`src/hdl/dshot_pkg.sv`:
```
// shared types, constants and a helper function for the dshot frame encoder
`default_nettype none
package dshot_pkg;

   localparam int MOTORS = 4;
   localparam int VIS_MOTORS = (MOTORS < 4) ? MOTORS : 4;
   localparam int SLOTS = 64;
   localparam int PKT_W = 16;
   localparam int MUL_STEPS = 11;

   localparam logic [15:0] Q16_MAX = 16'd65470;
   localparam logic [10:0] BI_SPAN = 11'd1000;
   localparam logic [10:0] UNI_SPAN = 11'd2001;
   localparam logic [11:0] FWD_BASE = 12'd48;
   localparam logic [11:0] REV_BASE = 12'd1048;

   localparam logic [8:0] IDLE_OFFSET_RST = 9'd40;
   localparam logic [19:0] FS_TIMEOUT_RST = 20'd100000;

   localparam logic [1:0] CSR_IDLE_OFFSET = 2'd0;
   localparam logic [1:0] CSR_BIDIR_MODE = 2'd1;
   localparam logic [1:0] CSR_SPIN_DIR = 2'd2;
   localparam logic [1:0] CSR_FS_TIMEOUT = 2'd3;

   typedef enum logic [2:0] {
      ST_IDLE,
      ST_PREP,
      ST_MUL,
      ST_PACK,
      ST_EMIT
   } state_type;

   typedef enum logic [1:0] {
      FS_OFF,
      FS_TIMING,
      FS_EXPIRED
   } fs_phase_type;

   typedef logic [MOTORS-1:0][PKT_W-1:0] pkt_array_type;

   typedef struct packed {
      logic        done;
      logic [26:0] product;
   } mul_stat_type;

   typedef struct packed {
      logic done;
      logic busy;
   } slot_stat_type;

   // 12-bit word (value, telemetry 0) followed by nibble-xor checksum
   function automatic logic [PKT_W-1:0] build_packet(input logic [10:0] value);
      logic [11:0] word;
      logic [3:0]  csum;
      word = {value, 1'b0};
      csum = word[3:0] ^ word[7:4] ^ word[11:8];
      return {word, csum};
   endfunction

endpackage
`default_nettype wire

```
`src/hdl/dshot_mul.sv`:
```
// shift-and-add multiplier, one multiplier bit per cycle
`default_nettype none
module dshot_mul
   import dshot_pkg::*;
(
   input  wire logic         clock,
   input  wire logic         reset,
   input  wire logic         start,
   input  wire logic [15:0]  mcand,
   input  wire logic [10:0]  mplier,
   output mul_stat_type      stat
);

   logic [26:0] acc_ff, acc_in;
   logic [26:0] mcand_ff, mcand_in;
   logic [10:0] mplier_ff, mplier_in;
   logic [3:0]  step_ff, step_in;
   logic        run_ff, run_in;
   logic        done_ff, done_in;

   always_comb begin
      acc_in = acc_ff;
      mcand_in = mcand_ff;
      mplier_in = mplier_ff;
      step_in = step_ff;
      run_in = run_ff;
      done_in = 1'b0;
      if (start) begin
         acc_in = '0;
         mcand_in = {11'd0, mcand};
         mplier_in = mplier;
         step_in = '0;
         run_in = 1'b1;
      end else if (run_ff) begin
         if (mplier_ff[0]) begin
            acc_in = acc_ff + mcand_ff;
         end
         mcand_in = {mcand_ff[25:0], 1'b0};
         mplier_in = {1'b0, mplier_ff[10:1]};
         step_in = step_ff + 4'd1;
         if (step_ff == 4'(MUL_STEPS - 1)) begin
            run_in = 1'b0;
            done_in = 1'b1;
         end
      end
   end

   always_ff @(posedge clock) begin
      if (reset) begin
         run_ff <= 1'b0;
         done_ff <= 1'b0;
         step_ff <= '0;
      end else begin
         run_ff <= run_in;
         done_ff <= done_in;
         step_ff <= step_in;
      end
      acc_ff <= acc_in;
      mcand_ff <= mcand_in;
      mplier_ff <= mplier_in;
   end

   assign stat.done = done_ff;
   assign stat.product = acc_ff;

endmodule
`default_nettype wire

```
`src/hdl/dshot_slot.sv`:
```
// slot serializer: walks the 64 slots of a frame under the response handshake
`default_nettype none
module dshot_slot
   import dshot_pkg::*;
(
   input  wire logic              clock,
   input  wire logic              reset,
   input  wire logic              start,
   input  wire pkt_array_type     packets,
   input  wire logic [MOTORS-1:0] written,
   input  wire logic              rsp_ready,
   output logic                   rsp_valid,
   output logic [3:0]             rsp_pin_levels,
   output logic                   rsp_last_slot,
   output slot_stat_type          stat
);

   logic [5:0] slot_ff, slot_in;
   logic       active_ff, active_in;
   logic [3:0] bitpos;
   logic [1:0] phase;
   logic       fire;

   assign fire = active_ff && rsp_ready;

   always_comb begin
      slot_in = slot_ff;
      active_in = active_ff;
      if (start) begin
         slot_in = '0;
         active_in = 1'b1;
      end else if (fire) begin
         slot_in = slot_ff + 6'd1;
         if (slot_ff == 6'(SLOTS - 1)) begin
            active_in = 1'b0;
         end
      end
   end

   always_ff @(posedge clock) begin
      if (reset) begin
         active_ff <= 1'b0;
         slot_ff <= '0;
      end else begin
         active_ff <= active_in;
         slot_ff <= slot_in;
      end
   end

   assign bitpos = 4'd15 - slot_ff[5:2];
   assign phase = slot_ff[1:0];

   always_comb begin
      rsp_pin_levels = '0;
      for (int m = 0; m < VIS_MOTORS; m++) begin
         if (written[m]) begin
            case (phase)
               2'd0: rsp_pin_levels[m] = 1'b1;
               2'd3: rsp_pin_levels[m] = 1'b0;
               default: rsp_pin_levels[m] = packets[m][bitpos];
            endcase
         end
      end
   end

   assign rsp_valid = active_ff;
   assign rsp_last_slot = active_ff && (slot_ff == 6'(SLOTS - 1));
   assign stat.done = fire && (slot_ff == 6'(SLOTS - 1));
   assign stat.busy = active_ff;

endmodule
`default_nettype wire

```
`src/hdl/dshot_frame_encoder_top.sv`:
```
// dshot frame encoder top: sequencer, packet store, failsafe timer and config
// a request passes through prep, 11 multiplier steps, a done check and pack
// a last-motor request then emits 64 slot responses, one per cycle when rsp_ready holds
// a new request is taken only in idle, after the previous request and any frame it emits
// the shared shift-add multiplier and the slot walk set the request timing
// reset: synchronous active high; clears packets, sets failsafe expired and config defaults
`default_nettype none
module dshot_frame_encoder_top
   import dshot_pkg::*;
(
   input  wire logic        clock,
   input  wire logic        reset,
   input  wire logic        req_valid,
   output logic             req_ready,
   input  wire logic [1:0]  req_motor,
   input  wire logic signed [17:0] req_throttle,
   input  wire logic        req_on_ground,
   input  wire logic        req_failsafe_active,
   input  wire logic [31:0] req_now_us,
   output logic             rsp_valid,
   input  wire logic        rsp_ready,
   output logic [3:0]       rsp_pin_levels,
   output logic             rsp_last_slot,
   input  wire logic        csr_we,
   input  wire logic [1:0]  csr_index,
   input  wire logic [19:0] csr_wdata
);

   state_type     state_ff, state_in;
   fs_phase_type  phase_ff, phase_in;
   logic [31:0]   fs_start_ff, fs_start_in;
   logic          force_ff, force_in;

   logic [8:0]    idle_ff;
   logic          bidir_ff;
   logic          spin_ff;
   logic [19:0]   timeout_ff;

   logic [1:0]    motor_ff;
   logic [17:0]   throttle_ff;
   logic          ground_ff;
   logic          fsact_ff;
   logic [31:0]   now_ff;

   pkt_array_type     store_ff, store_in;
   logic [MOTORS-1:0] written_ff, written_in;

   mul_stat_type  mul_stat;
   slot_stat_type slot_stat;
   logic          mul_start;
   logic          slot_start;
   logic          req_fire;

   logic [15:0]   t_clamp;
   logic [10:0]   span;
   logic [11:0]   base;
   logic [11:0]   sum;
   logic [10:0]   value;
   logic [31:0]   fs_diff;
   logic          fs_over;
   logic          motor_ok;
   logic          motor_last;

   assign req_fire = req_valid && req_ready;
   assign motor_ok = {30'd0, motor_ff} < 32'(MOTORS);
   assign motor_last = {30'd0, motor_ff} == 32'(MOTORS - 1);

   // clamp and scale
   always_comb begin
      if (throttle_ff[17]) begin
         t_clamp = '0;
      end else if (throttle_ff[16:0] > {1'b0, Q16_MAX}) begin
         t_clamp = Q16_MAX;
      end else begin
         t_clamp = throttle_ff[15:0];
      end
      if (bidir_ff) begin
         span = BI_SPAN - {2'd0, idle_ff};
         base = (spin_ff ? REV_BASE : FWD_BASE) + {3'd0, idle_ff};
      end else begin
         span = UNI_SPAN - {1'b0, idle_ff, 1'b0};
         base = FWD_BASE + {2'd0, idle_ff, 1'b0};
      end
      sum = base + {1'b0, mul_stat.product[26:16]};
      value = force_ff ? 11'd0 : sum[10:0];
   end

   assign fs_diff = now_ff - fs_start_ff;
   assign fs_over = fs_diff > {12'd0, timeout_ff};

   dshot_mul u_mul (
      .clock  (clock),
      .reset  (reset),
      .start  (mul_start),
      .mcand  (t_clamp),
      .mplier (span),
      .stat   (mul_stat)
   );

   dshot_slot u_slot (
      .clock          (clock),
      .reset          (reset),
      .start          (slot_start),
      .packets        (store_ff),
      .written        (written_ff),
      .rsp_ready      (rsp_ready),
      .rsp_valid      (rsp_valid),
      .rsp_pin_levels (rsp_pin_levels),
      .rsp_last_slot  (rsp_last_slot),
      .stat           (slot_stat)
   );

   // next state
   always_comb begin
      state_in = state_ff;
      case (state_ff)
         ST_IDLE: begin
            if (req_fire) begin
               state_in = ST_PREP;
            end
         end
         ST_PREP: state_in = ST_MUL;
         ST_MUL: begin
            if (mul_stat.done) begin
               state_in = ST_PACK;
            end
         end
         ST_PACK: state_in = (motor_ok && motor_last) ? ST_EMIT : ST_IDLE;
         ST_EMIT: begin
            if (slot_stat.done) begin
               state_in = ST_IDLE;
            end
         end
         default: state_in = ST_IDLE;
      endcase
   end

   // outputs
   always_comb begin
      req_ready = 1'b0;
      mul_start = 1'b0;
      slot_start = 1'b0;
      case (state_ff)
         ST_IDLE: req_ready = 1'b1;
         ST_PREP: mul_start = 1'b1;
         ST_PACK: slot_start = motor_ok && motor_last;
         default: ;
      endcase
   end

   // failsafe and packet store
   always_comb begin
      phase_in = phase_ff;
      fs_start_in = fs_start_ff;
      force_in = force_ff;
      store_in = store_ff;
      written_in = written_ff;
      if (state_ff == ST_PREP) begin
         force_in = ground_ff;
         if (fsact_ff) begin
            case (phase_ff)
               FS_OFF: begin
                  fs_start_in = now_ff;
                  phase_in = FS_TIMING;
               end
               FS_TIMING: begin
                  if (fs_over) begin
                     phase_in = FS_EXPIRED;
                     force_in = 1'b1;
                  end
               end
               default: force_in = 1'b1;
            endcase
         end else begin
            phase_in = FS_OFF;
         end
      end
      if (state_ff == ST_PACK && motor_ok) begin
         store_in[motor_ff] = store_ff[motor_ff] | build_packet(value);
         written_in[motor_ff] = 1'b1;
      end
      if (state_ff == ST_EMIT && slot_stat.done) begin
         store_in = '0;
         written_in = '0;
      end
   end

   always_ff @(posedge clock) begin
      if (reset) begin
         state_ff <= ST_IDLE;
         phase_ff <= FS_EXPIRED;
         fs_start_ff <= '0;
         force_ff <= 1'b0;
         store_ff <= '0;
         written_ff <= '0;
         idle_ff <= IDLE_OFFSET_RST;
         bidir_ff <= 1'b0;
         spin_ff <= 1'b0;
         timeout_ff <= FS_TIMEOUT_RST;
      end else begin
         state_ff <= state_in;
         phase_ff <= phase_in;
         fs_start_ff <= fs_start_in;
         force_ff <= force_in;
         store_ff <= store_in;
         written_ff <= written_in;
         if (csr_we) begin
            case (csr_index)
               CSR_IDLE_OFFSET: idle_ff <= csr_wdata[8:0];
               CSR_BIDIR_MODE: bidir_ff <= csr_wdata[0];
               CSR_SPIN_DIR: spin_ff <= csr_wdata[0];
               CSR_FS_TIMEOUT: timeout_ff <= csr_wdata;
               default: ;
            endcase
         end
      end
      if (req_fire) begin
         motor_ff <= req_motor;
         throttle_ff <= req_throttle;
         ground_ff <= req_on_ground;
         fsact_ff <= req_failsafe_active;
         now_ff <= req_now_us;
      end
   end

`ifndef SYNTHESIS
   a_no_overlap: assert property (@(posedge clock) disable iff (reset)
      !(req_ready && rsp_valid))
      else $error("request taken while a frame is being sent");

   a_last_low: assert property (@(posedge clock) disable iff (reset)
      rsp_valid && rsp_last_slot |-> rsp_pin_levels == 4'd0)
      else $error("last slot of a frame not low");

   a_frame_end: assert property (@(posedge clock) disable iff (reset)
      rsp_valid && rsp_ready && rsp_last_slot |=> req_ready && !rsp_valid)
      else $error("block not idle after frame end");

   a_store_clear: assert property (@(posedge clock) disable iff (reset)
      slot_stat.done |=> written_ff == '0)
      else $error("packets not cleared after frame");
`endif

endmodule
`default_nettype wire
```
`config.mk`:
```
export PLATFORM = sky130hd
export DESIGN_NAME = dshot_frame_encoder_top
export DESIGN_NICKNAME = d
export VERILOG_FILES = /design/src/hdl/dshot_pkg.sv /design/src/hdl/dshot_mul.sv /design/src/hdl/dshot_slot.sv /design/src/hdl/dshot_frame_encoder_top.sv
export SDC_FILE = /design/constraint.sdc
export NUM_CORES = 1
export LEC_CHECK = 0
export BUFFER_PORTS_ARGS = -buffer_cell sky130_fd_sc_hd__buf_4
export CAP_MARGIN = 20
export CELL_PAD_IN_SITES_DETAIL_PLACEMENT = 1
export CELL_PAD_IN_SITES_GLOBAL_PLACEMENT = 1
export CORE_MARGIN = 2
export CORE_UTILIZATION = 30
export CTS_BUF_LIST = sky130_fd_sc_hd__clkbuf_8
export DETAILED_ROUTE_END_ITERATION = 6
export PLACE_DENSITY = 0.64
export SYNTH_ARGS = -nofsm -noshare
export SYNTH_HDL_FRONTEND = slang
export SYNTH_SLANG_ARGS = --single-unit
```
`constraint.sdc`:
```
create_clock -name clock -period 5.36 [get_ports clock]
set_clock_uncertainty 0.1 [all_clocks]
set_input_delay 1.072 -clock clock [delete_from_list [all_inputs] [get_ports clock]]
set_output_delay 1.072 -clock clock [all_outputs]
set_load 0.03 [all_outputs]
```
==> results.md <==
CTS:
- After clock tree synthesis, the clock-pin slew on the worst setup and hold paths is 0.06 ns.
- The source-to-sink clock delay at the later pin of the worst-skew pair is 0.62 ns.
- The cell sitting at the root of the clock tree is a sky130_fd_sc_hd__clkbuf_8.
- CTS built an H-tree with a depth of 2.
- The post-cts resize count is 0.
- The clock tree from TritonCTS is built.
- The hold buffer count at cts is 0.
- Counting every sink on the clock net gives 269.
- Once the clock tree was built, the setup fixing pass inserted 0 buffers.
- The total clock buffers created by CTS is 50.
- The maximum root-to-sink buffer count is 3.

Global routing:
- The maximum number of pins on one net before global-route repair is 86.
- The first global-routing pass estimated 70.7 mm of wire.
- The initial antenna violation count came to 2.
- The total global routing track utilization is 16.6%.
- The via count of the first global-routing pass is 13200.
- Summed over all layers, the global routing overflow is 0.

Yosys:
- Counting distinct cell types in the post-synthesis netlist gives 70.
- The adder-cell area share of the yosys netlist is 8.52%.
- The synthesized design contains 81 enable-type register cells.
- The mapped netlist covers 0.0151 mm2.
- The post-synthesis sequential area ratio is 41.0%.
- During synthesis, Yosys emitted a total of 0 warnings.
- The flip-flop and latch count after synthesis is 269.
- The multiplexer area fraction after synthesis is 7.07%.
- Summing the areas of all and, or, nand and nor instances in the mapped netlist gives 15.8% of the synthesized area.
- The dominant combinational cell family by area after synthesis is compound AO/OA/AOI/OAI gates.
- The post-synthesis area per instance is 9.03 um2.
- The cell count after synthesis came out at 1672.
- Of all flip-flops after synthesis, the portion carrying an async set or reset was 0%.
- The prevailing post-synth register cell is sky130_fd_sc_hd__dfxtp_1.
- The number of nets in the synthesized netlist is 1854.
- The synthesized netlist devotes 18.6% of its cell area to compound gates.
- The synthesized netlist devotes 4.29% of its cell area to XOR and XNOR gates.

Placed design:
- The total half-perimeter wirelength after legalization and detailed placement is 31.1 mm.
- The number of port buffers is 87.
- The congestion estimate from routability-driven global placement came to 0.831.
- After detailed placement, the total cell area comes to 0.0164 mm2.

Setup path:
- The worst setup path is captured at a flip-flop.
- On the critical path, the stage with the largest delay is an instance of sky130_fd_sc_hd__a2111o_1.
- The biggest cell delay along the critical path is 0.41 ns.
- The critical path data required time is 5.77 ns.
- The type of the worst setup path is reg2reg.
- Counting stages on the worst path, the most repeated cell is sky130_fd_sc_hd__a21o_1.
- The maximum fanout encountered on the critical timing path is 4.
- The signal arrival time at the worst endpoint is 5.41 ns.
- The worst setup path is launched from a flip-flop.
- The signal on the critical path passes through ha_1, a21o_1, nor3_2, a21oi_1, o21ai_0, nor2b_1, o21bai_1, a21o_1, a31oi_1, xnor2_1, ha_1, a21o_1, a21o_1, a221oi_1, o221a_1, o221ai_1, a2111o_1, nor4_2, nand4_1, a41o_1.

Routing:
- Before antenna repair, the detailed router went through 4 iterations.
- Summed over all layers, the routed wires come to 43.1 mm.
- The detailed router finished its first iteration with 537 violations.
- The via count of the routed design is 12400.
- The detailed-route wire length per cell is 17.6 um.
- Dividing the detail-routed via count by the number of cells gives 5.08.
- The count of nets left with antenna violations once routing finished came out at 0.
- For this run, design rule violations remaining after detail routing come to 0.

Floorplan:
- For this configuration, the core starts out at a cell density of 30.2%.
- In this run the vertical extent of the chip is 228 um.
- The floorplan die width is 228 um.
- The overall die area is 0.0522 mm2.
- The area of the placeable core is 0.0500 mm2.
- The floorplan has 82 rows.
- During I/O placement, the number of pins put on the boundary was 88.

Power:
- IR analysis of the VDD net gives a maximum drop of 0.269 mV.
- The standby leakage power is 6.68 nW.
- The total power density per cell area is 433 mW/mm2.

STA:
- Setup total negative slack on the finished layout was measured at 0 ns.
- For this run, the top clock speed supported by timing is 200 MHz.
- Setup repair after global routing left no endpoint under its margin.
- The final number of hold-violating endpoints came to 0.
- The max-slew violation count is 0.
- The final critical path takes up 93.3% of the cycle.
- The worst slew slack as a fraction of its limit is 29.8%.
- The final setup violation count is 0.
- Final hold analysis gives a worst-case slack of 0.355 ns.
- The transition time at the pin with the least slew margin is 1.05 ns.
- The routed design could run at a clock period as short as 5.00 ns.

Flow run:
- Max-cap violations in this run came to 0.

Cells and area:
- The utilization after layout is 34.9%.
- Compared with the post-synthesis result, the final layout area differs by 15.4%.
- The finished cells cover 0.0174 mm2.
- The final layout net count is 1917.
- The post-route netlist has 13.3% of its cells at a drive strength greater than 1.

Worst hold path:
- The path class of the tightest hold or removal check is reg2reg.

Run status:
- The run finished with clean final reports.
==> area by class of cell <==
class	count	area, um2
clock inverter	32	168
antenna	1	2.50
timing repair buffer	106	803
clock buffer	61	840
inverter	93	349
sequential	269	6200
tap	672	841
multi-input combinational	1215	8230
fill	5833	32500
==> cells in the mapped netlist, types with 29 or more instances <==
library cell	n	area [um2]
sky130_fd_sc_hd__xnor2_1	41	359
sky130_fd_sc_hd__xor2_1	33	289
sky130_fd_sc_hd__nand3_1	29	145
sky130_fd_sc_hd__a21o_1	39	293
sky130_fd_sc_hd__inv_1	93	349
sky130_fd_sc_hd__nand2_1	205	769
sky130_fd_sc_hd__nor3_1	33	165
sky130_fd_sc_hd__o21ai_0	69	345
sky130_fd_sc_hd__clkbuf_1	82	308
sky130_fd_sc_hd__a21oi_1	176	881
sky130_fd_sc_hd__edfxtp_1	81	2430
sky130_fd_sc_hd__mux4_2	35	788
sky130_fd_sc_hd__ha_1	98	1230
sky130_fd_sc_hd__a211oi_1	42	315
sky130_fd_sc_hd__dfxtp_1	188	3760
sky130_fd_sc_hd__nor2_1	162	608
==> path summary, 6_finish.rpt <==
path / to / depth (start not counted) / slack [ns] / from
setup / recovery: phase_ff[1]$_SDFFE_PP1P_ / 20 / 0.36 / now_ff[4]$_DFFE_PP_
hold / removal: fs_start_ff[7]$_SDFFE_PP0P_ / 2 / 0.36 / fs_start_ff[7]$_SDFFE_PP0P_
setup reg to reg: phase_ff[1]$_SDFFE_PP1P_ / 20 / 0.36 / now_ff[4]$_DFFE_PP_
hold reg to reg: fs_start_ff[7]$_SDFFE_PP0P_ / 2 / 0.36 / fs_start_ff[7]$_SDFFE_PP0P_
==> through the flow <==
stage                     setup WS, ns  cells  total power, W
final                            0.357   2449         0.00754
after global routing            0.0157   2448         0.00812
after CTS                        0.364   2447         0.00766
after detailed placement         0.379   2354         0.00559
after global placement           0.498   2354         0.00550
after floorplan                   1.00   1672         0.00480
==> state kept, by name, summed over array words and instances (netlist names), 6 cells and up <==
| signal | count |
|---|---|
| idle_ff | 9 |
| fs_start_ff | 32 |
| store_ff | 64 |
| u_slot.slot_ff | 6 |
| now_ff | 32 |
| u_mul.acc_ff | 27 |
| u_mul.mplier_ff | 11 |
| u_mul.mcand_ff | 27 |
| throttle_ff | 18 |
| timeout_ff | 20 |
==> placed cells by master, fill, tap and decap left out, types with 35 or more instances in the layout <==
cell / count
sky130_fd_sc_hd__a21oi_1: 176
sky130_fd_sc_hd__buf_4: 105
sky130_fd_sc_hd__mux4_2: 35
sky130_fd_sc_hd__a211oi_1: 42
sky130_fd_sc_hd__edfxtp_1: 81
sky130_fd_sc_hd__a21o_1: 39
sky130_fd_sc_hd__nand2_1: 205
sky130_fd_sc_hd__ha_1: 98
sky130_fd_sc_hd__o21ai_0: 69
sky130_fd_sc_hd__xnor2_1: 41
sky130_fd_sc_hd__clkbuf_8: 61
sky130_fd_sc_hd__dfxtp_1: 188
sky130_fd_sc_hd__inv_1: 113
sky130_fd_sc_hd__nor2_1: 160
==> cell families after synthesis <==
family	after synthesis
multiplexers	63
flip-flops	269
buffers and inverters	188
AND/OR/NAND/NOR	531
adder cells (fa/ha/maj)	101
AO/OA/AOI/OAI	446
XOR/XNOR	74
==> routing by layer <==
metal	track usage, %	share of wire [%]	up-vias
met2	28.2	48	167
li1	-	-	6121
met1	21.4	46	6079
met4	5.51	2.5	2
met5	0	0.030	-
met3	2.64	3.5	64
==> worst max-delay path: cells and delay by family, from the launching register on <==
kind	cells	cell delay, ns
simple gates	4	0.92
compound gates	13	2.72
xor+xnor	1	0.17
flops	1	0.39
fa+ha+maj	2	0.62
==> power by group <==
group	total (W)	leakage (nW)	internal [W]	switching, W
clock network	0.00201	0.604	0.00108	0.000933
registers	0.00285	2.29	0.00257	0.000280
logic	0.00268	3.79	0.00104	0.00164
No activity file was read; power rests on OpenSTA's default activity.
